$ cat config.mk
export PLATFORM = sky130hd
export DESIGN_NAME = tty_line_edit_receiver_unit
export DESIGN_NICKNAME = d
export VERILOG_FILES = /design/src/design/tlr_pkg.sv /design/src/design/tlr_ring_mem.sv /design/src/design/tlr_edit_core.sv /design/src/design/tlr_echo_seq.sv /design/src/design/tty_line_edit_receiver_unit.sv
export SDC_FILE = /design/constraint.sdc
export NUM_CORES = 1
export LEC_CHECK = 0
export CORE_MARGIN = 10
export CORE_UTILIZATION = 45
export DETAILED_ROUTE_END_ITERATION = 16
export DONT_BUFFER_PORTS = 1
export GPL_TIMING_DRIVEN = 1
export PLACE_DENSITY_LB_ADDON = 0.05
export SYNTH_ARGS = -nofsm -noshare
export SYNTH_HDL_FRONTEND = slang
export SYNTH_SLANG_ARGS = --single-unit
export TNS_END_PERCENT = 20
$ cat constraint.sdc
create_clock -name clk_i -period 7.8 [get_ports clk_i]
set_input_delay 0.78 -clock clk_i [delete_from_list [all_inputs] [get_ports clk_i]]
set_output_delay 0.78 -clock clk_i [all_outputs]
set_load 0.05 [all_outputs]
$ cat src/design/tlr_pkg.sv
// ----------------------------------------------------------------------------
// tlr_pkg
// Shared constants and types of the terminal line edit receiver.
// ----------------------------------------------------------------------------
package tlr_pkg;

  localparam int unsigned RingDepthDef = 256;

  localparam logic [7:0] CH_CR  = 8'h0D;
  localparam logic [7:0] CH_LF  = 8'h0A;
  localparam logic [7:0] CH_DEL = 8'h7F;
  localparam logic [7:0] CH_BS  = 8'h08;
  localparam logic [7:0] CH_SP  = 8'h20;

  localparam logic [15:0] COUNT_MAX = 16'hFFFF;

  localparam int unsigned QueueDepth = 2;

  typedef enum logic [1:0] {
    BEAT_FIRST  = 2'd0,
    BEAT_SECOND = 2'd1,
    BEAT_THIRD  = 2'd2
  } beat_e;

  // one accepted input byte worth of echo work
  typedef struct packed {
    logic        erase;
    logic [7:0]  echo_char;
    logic        done;
    logic [15:0] len;
    logic [7:0]  tail;
  } echo_desc_t;

endpackage

$ cat src/design/tlr_ring_mem.sv
// ----------------------------------------------------------------------------
// tlr_ring_mem
// Receive ring storage, one byte written per cycle at the tail.
// ----------------------------------------------------------------------------
module tlr_ring_mem #(
  parameter int unsigned RING_DEPTH = tlr_pkg::RingDepthDef,
  parameter int unsigned AW         = $clog2(RING_DEPTH)
) (
  input  logic          clk_i,
  input  logic          wr_en_i,
  input  logic [AW-1:0] wr_addr_i,
  input  logic [7:0]    wr_data_i
);
  import tlr_pkg::*;

  logic [7:0] mem [RING_DEPTH];

  always_ff @(posedge clk_i) begin
    if (wr_en_i) begin
      mem[wr_addr_i] <= wr_data_i;
    end
  end

endmodule

$ cat src/design/tlr_edit_core.sv
// ----------------------------------------------------------------------------
// tlr_edit_core
// Line edit state: tail and line count update, ring write, echo descriptor.
// ----------------------------------------------------------------------------
module tlr_edit_core #(
  parameter int unsigned RING_DEPTH = tlr_pkg::RingDepthDef,
  parameter int unsigned AW         = $clog2(RING_DEPTH)
) (
  input  logic                clk_i,
  input  logic                rst_ni,
  input  logic                take_i,
  input  logic [7:0]          rx_byte_i,
  output logic                push_o,
  output tlr_pkg::echo_desc_t desc_o,
  output logic                wr_en_o,
  output logic [AW-1:0]       wr_addr_o,
  output logic [7:0]          wr_data_o
);
  import tlr_pkg::*;

  localparam int unsigned EW = AW + 8;
  localparam logic [AW-1:0] TailLast = AW'(RING_DEPTH - 1);

  logic [AW-1:0] tail_q, tail_d;
  logic [15:0]   count_q, count_d;
  logic [7:0]    ch;
  logic          is_del, is_lf;
  logic [15:0]   count_inc;
  logic [EW-1:0] tail_ext;

  assign ch        = (rx_byte_i == CH_CR) ? CH_LF : rx_byte_i;
  assign is_del    = (ch == CH_DEL);
  assign is_lf     = (ch == CH_LF);
  assign count_inc = (count_q == COUNT_MAX) ? count_q : count_q + 16'd1;

  always_comb begin
    tail_d  = tail_q;
    count_d = count_q;
    push_o  = 1'b0;
    wr_en_o = 1'b0;
    if (take_i) begin
      if (is_del) begin
        if (count_q != 16'd0) begin
          tail_d  = (tail_q == '0) ? TailLast : tail_q - AW'(1);
          count_d = count_q - 16'd1;
          push_o  = 1'b1;
        end
      end else begin
        wr_en_o = 1'b1;
        tail_d  = (tail_q == TailLast) ? '0 : tail_q + AW'(1);
        count_d = is_lf ? 16'd0 : count_inc;
        push_o  = 1'b1;
      end
    end
  end

  assign tail_ext  = EW'(tail_d);
  assign wr_addr_o = tail_q;
  assign wr_data_o = ch;

  assign desc_o.erase     = is_del;
  assign desc_o.echo_char = ch;
  assign desc_o.done      = is_lf;
  assign desc_o.len       = is_lf ? count_inc : 16'd0;
  assign desc_o.tail      = tail_ext[7:0];

  always_ff @(posedge clk_i or negedge rst_ni) begin
    if (!rst_ni) begin
      tail_q  <= '0;
      count_q <= '0;
    end else begin
      tail_q  <= tail_d;
      count_q <= count_d;
    end
  end

endmodule

$ cat src/design/tlr_echo_seq.sv
// ----------------------------------------------------------------------------
// tlr_echo_seq
// Two-entry descriptor queue and the echo word sequencer on the output side.
// ----------------------------------------------------------------------------
module tlr_echo_seq (
  input  logic                clk_i,
  input  logic                rst_ni,
  input  logic                push_i,
  input  tlr_pkg::echo_desc_t desc_i,
  output logic                room_o,
  output logic                echo_valid_o,
  input  logic                echo_ready_i,
  output logic [7:0]          echo_byte_o,
  output logic                echo_last_o,
  output logic                line_done_o,
  output logic [15:0]         line_length_o,
  output logic [7:0]          tail_index_o
);
  import tlr_pkg::*;

  echo_desc_t  entry_q [QueueDepth];
  logic        wr_ptr_q, wr_ptr_d;
  logic        rd_ptr_q, rd_ptr_d;
  logic [1:0]  fill_q, fill_d;
  beat_e       beat_q, beat_d;
  echo_desc_t  head;
  logic        fire, pop;

  assign head         = entry_q[rd_ptr_q];
  assign echo_valid_o = (fill_q != 2'd0);
  assign room_o       = (fill_q != 2'(QueueDepth));
  assign fire         = echo_valid_o && echo_ready_i;
  assign pop          = fire && (!head.erase || beat_q == BEAT_THIRD);

  always_comb begin
    beat_d = beat_q;
    if (fire) begin
      if (pop) begin
        beat_d = BEAT_FIRST;
      end else begin
        case (beat_q)
          BEAT_FIRST:  beat_d = BEAT_SECOND;
          BEAT_SECOND: beat_d = BEAT_THIRD;
          default:     beat_d = BEAT_FIRST;
        endcase
      end
    end
  end

  always_comb begin
    wr_ptr_d = push_i ? ~wr_ptr_q : wr_ptr_q;
    rd_ptr_d = pop ? ~rd_ptr_q : rd_ptr_q;
    fill_d   = fill_q + 2'(push_i) - 2'(pop);
  end

  always_comb begin
    echo_byte_o   = head.echo_char;
    echo_last_o   = 1'b1;
    line_done_o   = head.done;
    line_length_o = head.len;
    tail_index_o  = head.tail;
    if (head.erase) begin
      line_done_o   = 1'b0;
      line_length_o = 16'd0;
      case (beat_q)
        BEAT_FIRST: begin
          echo_byte_o = CH_BS;
          echo_last_o = 1'b0;
        end
        BEAT_SECOND: begin
          echo_byte_o = CH_SP;
          echo_last_o = 1'b0;
        end
        default: begin
          echo_byte_o = CH_BS;
          echo_last_o = 1'b1;
        end
      endcase
    end
  end

  always_ff @(posedge clk_i) begin
    if (push_i) begin
      entry_q[wr_ptr_q] <= desc_i;
    end
  end

  always_ff @(posedge clk_i or negedge rst_ni) begin
    if (!rst_ni) begin
      wr_ptr_q <= 1'b0;
      rd_ptr_q <= 1'b0;
      fill_q   <= 2'd0;
      beat_q   <= BEAT_FIRST;
    end else begin
      wr_ptr_q <= wr_ptr_d;
      rd_ptr_q <= rd_ptr_d;
      fill_q   <= fill_d;
      beat_q   <= beat_d;
    end
  end

endmodule

$ cat src/design/tty_line_edit_receiver_unit.sv
// An accepted byte's echo descriptor is registered into the queue before its first
// echo word is shown. Input takes one byte per cycle while the queue has room; a
// delete on a non-empty line echoes three words through the single output port.
// A two-entry descriptor queue lets input continue while echo words wait.
// Reset clears tail, line count and queue; the ring holds garbage until written.
// ----------------------------------------------------------------------------
// tty_line_edit_receiver_unit
// Canonical line editing of received terminal bytes with echo generation.
// ----------------------------------------------------------------------------
module tty_line_edit_receiver_unit #(
  parameter int unsigned RING_DEPTH = tlr_pkg::RingDepthDef
) (
  input  logic        clk_i,
  input  logic        rst_ni,
  input  logic        rx_valid_i,
  output logic        rx_ready_o,
  input  logic [7:0]  rx_byte_i,
  output logic        echo_valid_o,
  input  logic        echo_ready_i,
  output logic [7:0]  echo_byte_o,
  output logic        echo_last_o,
  output logic        line_done_o,
  output logic [15:0] line_length_o,
  output logic [7:0]  tail_index_o
);
  import tlr_pkg::*;

  localparam int unsigned AW = $clog2(RING_DEPTH);

  logic          take;
  logic          push;
  echo_desc_t    desc;
  logic          wr_en;
  logic [AW-1:0] wr_addr;
  logic [7:0]    wr_data;

  assign take = rx_valid_i && rx_ready_o;

  tlr_edit_core #(
    .RING_DEPTH(RING_DEPTH),
    .AW        (AW)
  ) u_core (
    .clk_i    (clk_i),
    .rst_ni   (rst_ni),
    .take_i   (take),
    .rx_byte_i(rx_byte_i),
    .push_o   (push),
    .desc_o   (desc),
    .wr_en_o  (wr_en),
    .wr_addr_o(wr_addr),
    .wr_data_o(wr_data)
  );

  tlr_ring_mem #(
    .RING_DEPTH(RING_DEPTH),
    .AW        (AW)
  ) u_ring (
    .clk_i    (clk_i),
    .wr_en_i  (wr_en),
    .wr_addr_i(wr_addr),
    .wr_data_i(wr_data)
  );

  tlr_echo_seq u_seq (
    .clk_i        (clk_i),
    .rst_ni       (rst_ni),
    .push_i       (push),
    .desc_i       (desc),
    .room_o       (rx_ready_o),
    .echo_valid_o (echo_valid_o),
    .echo_ready_i (echo_ready_i),
    .echo_byte_o  (echo_byte_o),
    .echo_last_o  (echo_last_o),
    .line_done_o  (line_done_o),
    .line_length_o(line_length_o),
    .tail_index_o (tail_index_o)
  );

`ifndef SYNTHESIS
  a_done_is_lf: assert property (@(posedge clk_i) disable iff (!rst_ni)
    echo_valid_o && line_done_o |-> echo_byte_o == CH_LF && echo_last_o)
    else $error("line completion without final line feed word");

  a_len_only_on_done: assert property (@(posedge clk_i) disable iff (!rst_ni)
    echo_valid_o && line_length_o != 16'd0 |-> line_done_o)
    else $error("line length reported outside line completion");

  a_full_has_output: assert property (@(posedge clk_i) disable iff (!rst_ni)
    !rx_ready_o |-> echo_valid_o)
    else $error("input stalled with no echo word pending");
`endif

endmodule

# [Yosys cells after proc, flatten, opt, wreduce, memory -nomap -nowiden]
# Memories as Yosys holds them, arrays and structs flattened.
# Cells that the tools add are included.
# W data, S select, Z words.
[classes] n_mux=24 addsub=6 bitwise=2 eq_ne=9 reduce_logical=11
[ops] cell="$mux W16" n=6
[ops] cell="$mux W8" n=7
[ops] cell="$add A16 B1 Y16 const B" n=1
[ops] cell="$eq A16 B16 Y1 const B" n=1
[ops] cell="$eq A8 B4 Y1 const B" n=2
[ops] cell="$reduce_bool A16 Y1" n=1
[ops] cell="$sub A16 B1 Y16 const B" n=1
[ops] cell="$add A8 B1 Y8 const B" n=1
[ops] cell="$eq A8 B7 Y1 const B" n=1
[ops] cell="$eq A8 B8 Y1 const B" n=1
[ops] cell="$logic_not A8 Y1" n=1
[ops] cell="$mux W1" n=8
[ops] cell="$sub A8 B1 Y8 const B" n=1
[ops] cell="$mux W6" n=1
[ops] cell="$ne A2 B2 Y1 const B" n=2
[ops] cell="$pmux W2 S2" n=1
[ops] cell="$logic_and A1 B1 Y1" n=3
[ops] cell="$add A2 B1 Y2" n=1
[ops] cell="$eq A2 B1 Y1 const B" n=1
[ops] cell="$eq A2 B2 Y1 const B" n=1
[ops] cell="$logic_not A2 Y1" n=1
[ops] cell="$mux W2" n=1
[ops] cell="$not A1 Y1" n=2
[ops] cell="$reduce_and A2 Y1" n=1
[ops] cell="other kinds (5)" n=5
[totals] output_inout_bits=36 mem_bits_rw=68 in_bits=12 reg_bits=30 mem_count=1 word_cells=59
[memory_table] memory="u_seq.entry_q" words=2 word_bits=34 read_ports=1 rd_clocked_by_memory_dff=0 wr=1 line="tlr_echo_seq.sv:21" source="echo_desc_t entry_q [QueueDepth];"

# [Logic depth before layout (Yosys ltp)]
[logic_depth] word_depth=7 depth_mapped=11 mapped_depth_nobuf=7

# [By module]
# Synthesis repeated with hierarchy kept, for this count alone.
[hier_totals] hier_cells=524 area_unflattened_um2=5455.2
[modules_own_cells] module="tlr_echo_seq" seq_area_each_um2=2192.1 n_inst=1 cells_each=167 area_per_inst_um2=2872.8
[modules_own_cells] module="tlr_edit_core" seq_area_each_um2=600.6 n_inst=1 cells_each=356 area_per_inst_um2=2576.2
[modules_own_cells] module="tty_line_edit_receiver_unit" seq_area_each_um2=0.0 n_inst=1 cells_each=1 area_per_inst_um2=6.3

# [Least setup slack after synthesis]
# OpenSTA, ideal clock, no wires.
[synth_path] path_type="register to register" start="register u_core.count_q[0]" end="memory u_seq.entry_q[0][0] (netlist bit) (enable)" t_required_ns=7.374 path_buffers=4 stages_incl_launch_ff=11 synth_period_minus_slack_ns=3.630 setup_time_ns=0.426 arrival_time_ns=3.205 setup_slack_ns=4.170 cell_sequence="dfrtp_1 > clkbuf_1 > inv_1 > ha_1 > or4b_1 > clkbuf_1 > or4_1 > buf_2 > o21ai_4 > buf_6 > nor2_1"
[synth_via] elab_chain_len=6
[synth_lines] element="start, declared" line="tlr_edit_core.sv:25" source="logic [15:0] count_q, count_d;"
[synth_lines] element="start signal, assigned" line="tlr_edit_core.sv:73" source="count_q <= count_d;"
[synth_lines] element="$reduce_bool A16 Y1" line="tlr_edit_core.sv:43" source="if (count_q != 16'd0) begin"
[synth_lines] element="$mux W1" line="tlr_edit_core.sv:43"
[synth_lines] element="$mux W1" line="tlr_edit_core.sv:42" source="if (is_del) begin"
[synth_lines] element="$mux W1" line="tlr_edit_core.sv:41" source="if (take_i) begin"
[synth_lines] element="$mux W1" line="tlr_echo_seq.sv:83" source="if (push_i) begin"
[synth_lines] element="$mux W1 (not written as such)" line="tlr_echo_seq.sv:84" source="entry_q[wr_ptr_q] <= desc_i;"
[synth_lines] element="end, declared" line="tlr_echo_seq.sv:21"
# No other way between the ends.

# [Worst setup path after layout]
[layout_path] start="register u_seq.rd_ptr_q" end="output port echo_byte_o[3]"
[layout_via] elab_chain_len=2
[layout_lines] element="start, declared" line="tlr_echo_seq.sv:23" source="logic rd_ptr_q, rd_ptr_d;"
[layout_lines] element="start signal, assigned" line="tlr_echo_seq.sv:96" source="rd_ptr_q <= rd_ptr_d;"
[layout_lines] element="$mem_v2 Z2 W34"
[layout_lines] element="$mux W8" line="tlr_echo_seq.sv:62" source="if (head.erase) begin"
[layout_lines] element="end, declared" line="tty_line_edit_receiver_unit.sv:20" source="output logic [7:0] echo_byte_o,"
# No other way between the ends.

==> results.md <==
* Outcome: complete, no violations
* Yosys warns at 0
* Total Power at between 2 and 2.5 mW
* Final WL at ~13 mm
* DRC viols at 0
* Slowest stage cell, crit path: dfrtp_2
* Initial Utilization at 0.457
* Largest net degree at the start of global routing at 37
* Share of cells above drive strength 1 at 0.0851
* Gr usage total at 0.157
* Final worst setup slack at 3.92 ns
* Rel. slew slack at 0.284
* Synth top area cells: edfxtp_1 39%, dfrtp_1 14%, mux2i_1 5.6%
* Post-layout minimum cycle time at 3.88 ns
* Antenna viol nets, final at 0
* Worst path buffer plus inverter count at 0
* Vias/cell at slightly above 6
* Cell leakage power at between 2 and 2.5 nW
* Fill cells at 1052
* Crit path max fanout at 36
* H-tree Lvls at 3
* Routed vias at about 3800
* Synthesized flop and latch total at slightly below 100
* Area growth from synthesis to layout at 7.70%
* Worst path arrival time at about 3.1 ns
* Die Y at between 100 and 150 um
* Post-synthesis sequential area ratio at 0.537
* Top-area cell type share of the netlist area at 0.393
* Async SR Flop Fraction at 0.306
* Sw power at just over 1 mW
* Seq pwr share at 0.384
* Initial DRC count at ~350
* Die ar. at about 16000 um2
* Sink Count at 98
* Vias in the first global route at roughly 3600
* Core Area at roughly 11000 um2
* Mapped Nets at 508
* Crit start category: flop
* GP Congestion at between 0.9 and 1
* Largest stage delay on the critical path at about 1.0 ns
* DPL Wire Length at between 8 and 9 mm
* Die Width at approximately 130 um
* Distinct cells, synth at 61
* Grt total ovfl at 0
* Clock-pin slew on the worst setup and hold paths at approximately 0.070 ns
* Setup violations, final at 0
* TritonCTS clock tree: done
* MaxCap Viol Count at 0
* Mapped cell area at around 5200 um2
* Clock share of power at 0.232
* Combinational group share of total power at 0.384
* WL/cell at between 20 and 25 um
* Period utilization at 0.498
* Row count at 39
* Max-slew violations at 0
* Port Buffers at 0
* Internal at between 1 and 1.5 mW
* Slew @ Worst Pin at about 1.1 ns
* CTS Root Cell: clkbuf_16
* IO Count at between 40 and 50
* Top_reg_cell synth: edfxtp_1
* Fin nets at a little under 500
* Mean post-synth cell area at ~11 um2
* Top-count cell post-synth: edfxtp_1
* Hold Violations, Final at 0
* Crit path cell chain: mux2_2, nor2b_1, a21oi_1
* Critical Path RT at ~7 ns
* Ant. Diodes at 0
* Crit-path leading delay family: flip-flops
* Pwr Density at between 400 and 500 nW/um2
* Post-synth EDFFs at 68
* Crit. End Element: primary output
* Drt first pass iters at 5
* Area leader, netlist: edfxtp_1
* Cts hold-fix bufs at 0
* Sw frac at 0.441
* Hold Path Class: input pin to async pin
* Post-synth top cells: 68 x edfxtp_1, 58 x nor2_1, 30 x dfrtp_1
* Maximum vdd drop at 180 uV
* Initial antenna violation count at 0
* Worst Path Class, Setup: flop to primary output
* Fmax achieved at between 200 and 300 MHz
* Setup TNS Final at 0 ns
* Worst Skew at 0.00920 ns
* CTS buffer count at 9
* Clock Tree Buf Depth at 2
* Cells after Synth at a little under 500
* First-pass GRT wire length at between 20 and 25 mm
* Resized Gates After CTS at 0
* Clk_lat worst skew at between 0.3 and 0.4 ns
* Setup repair bufs after CTS at 0
* Unrepaired setup endpoints after global routing: no
* Place WS at ~3.9 ns
-- through the flow --
step / utilization / cell area, um2 / cells / hold WS (ns)
after floorplan: - / 5200 / 490 / 0.459
after global placement: 0.461 / 5240 / 597 / 0.486
after detailed placement: 0.461 / 5240 / 597 / 0.486
after CTS: 0.493 / 5600 / 613 / 0.113
after global routing: 0.493 / 5600 / 613 / 0.114
final: 0.493 / 5600 / 613 / 0.124
-- placed cells by master, fill, tap and decap left out, drive strengths merged, types with 3 or more instances in the layout --
cell,instances
edfxtp,68
nor2,58
dfrtp,30
mux2i,29
o21ai,27
a21oi,25
nand2,24
nor3,17
nand4,14
inv,14
nand3,13
clkbuf,11
or3,10
xnor2,10
mux2,9
nand2b,8
nor4,8
nor2b,7
ha,6
or2,5
and3,5
o221ai,5
or4,5
xor2,4
o211ai,4
and2,4
o22ai,4
nand3b,3
a211o,3
bufinv,3
nor4b,3
-- power by group through the flow --
stage	Sequential [mW]	Clock (mW)	Combinational, mW
2_1_floorplan	0.772	0	0.846
3_3_place_gp	0.882	0	0.887
3_5_place_dp	0.889	0	0.889
4_1_cts	0.877	0.539	0.890
5_1_grt	0.905	0.560	0.950
6_report	0.879	0.530	0.879
-- layout make-up --
class / instances / area [um2] / area share
multi-input cells: 342 / 2210 / 0.395
inverters: 13 / 48.8 / 0.00871
clock buffers: 11 / 253 / 0.0451
clock inverters: 5 / 109 / 0.0194
flip-flops and latches: 98 / 2790 / 0.499
well taps: 143 / 179 / 0.0319
repair buffers: 1 / 7.51 / 0.00134
-- routing by layer --
layer / routed length [um] / GRT usage
met5: 0 / 0
met4: 190 / 0.0616
met3: 864 / 0.0327
met2: 5740 / 0.232
met1: 5880 / 0.221
-- worst reg2reg max path, delay by kind of cell (launching register included) --
kind                       cells  cell delay, ns
and+or+nand+nor                3            1.57
buffers and inverters          2            0.43
adders and majority gates      1            0.21
AOI/OAI and AO/OA              1            0.45
DFF                            1            0.48
-- kinds of logic after synthesis --
family / share of synthesized area
simple gates: 0.190
flops: 0.537
compound gates: 0.121
buf+inv: 0.0395
mux: 0.0753
xor+xnor: 0.0236
fa+ha+maj: 0.0144
-- flip-flops by register name (all words and copies together) (netlist names) --
register,cells
u_seq.rd_ptr_q,1
u_core.wr_addr_o,8
u_seq.entry_q,68
u_seq.fill_q,2
u_core.count_q,16
u_seq.wr_ptr_q,1
u_seq.beat_q,2
-- worst paths after layout --
check,startpoint,end,slack (ns),depth (start not counted)
worst min-delay path,rst_ni,u_core.count_q[3]$_DFFE_PN0P_,0.12,0
worst max-delay path,u_seq.rd_ptr_q$_DFFE_PN0P_,echo_byte_o[3],3.92,3
max in group asynchronous,rst_ni,u_seq.fill_q[0]$_DFF_PN0_,7.58,0
min in group clk_i,rx_byte_i[5],u_seq.entry_q[0][30]$_DFFE_PP_,0.52,0
worst min register to register,u_seq.beat_q[1]$_DFFE_PN0P_,u_seq.beat_q[1]$_DFFE_PN0P_,0.53,2
worst max register to register,u_core.count_q[1]$_DFFE_PN0P_,u_seq.entry_q[1][16]$_DFFE_PP_,4.34,7
Note: power is estimated with default switching activity, not from simulation.
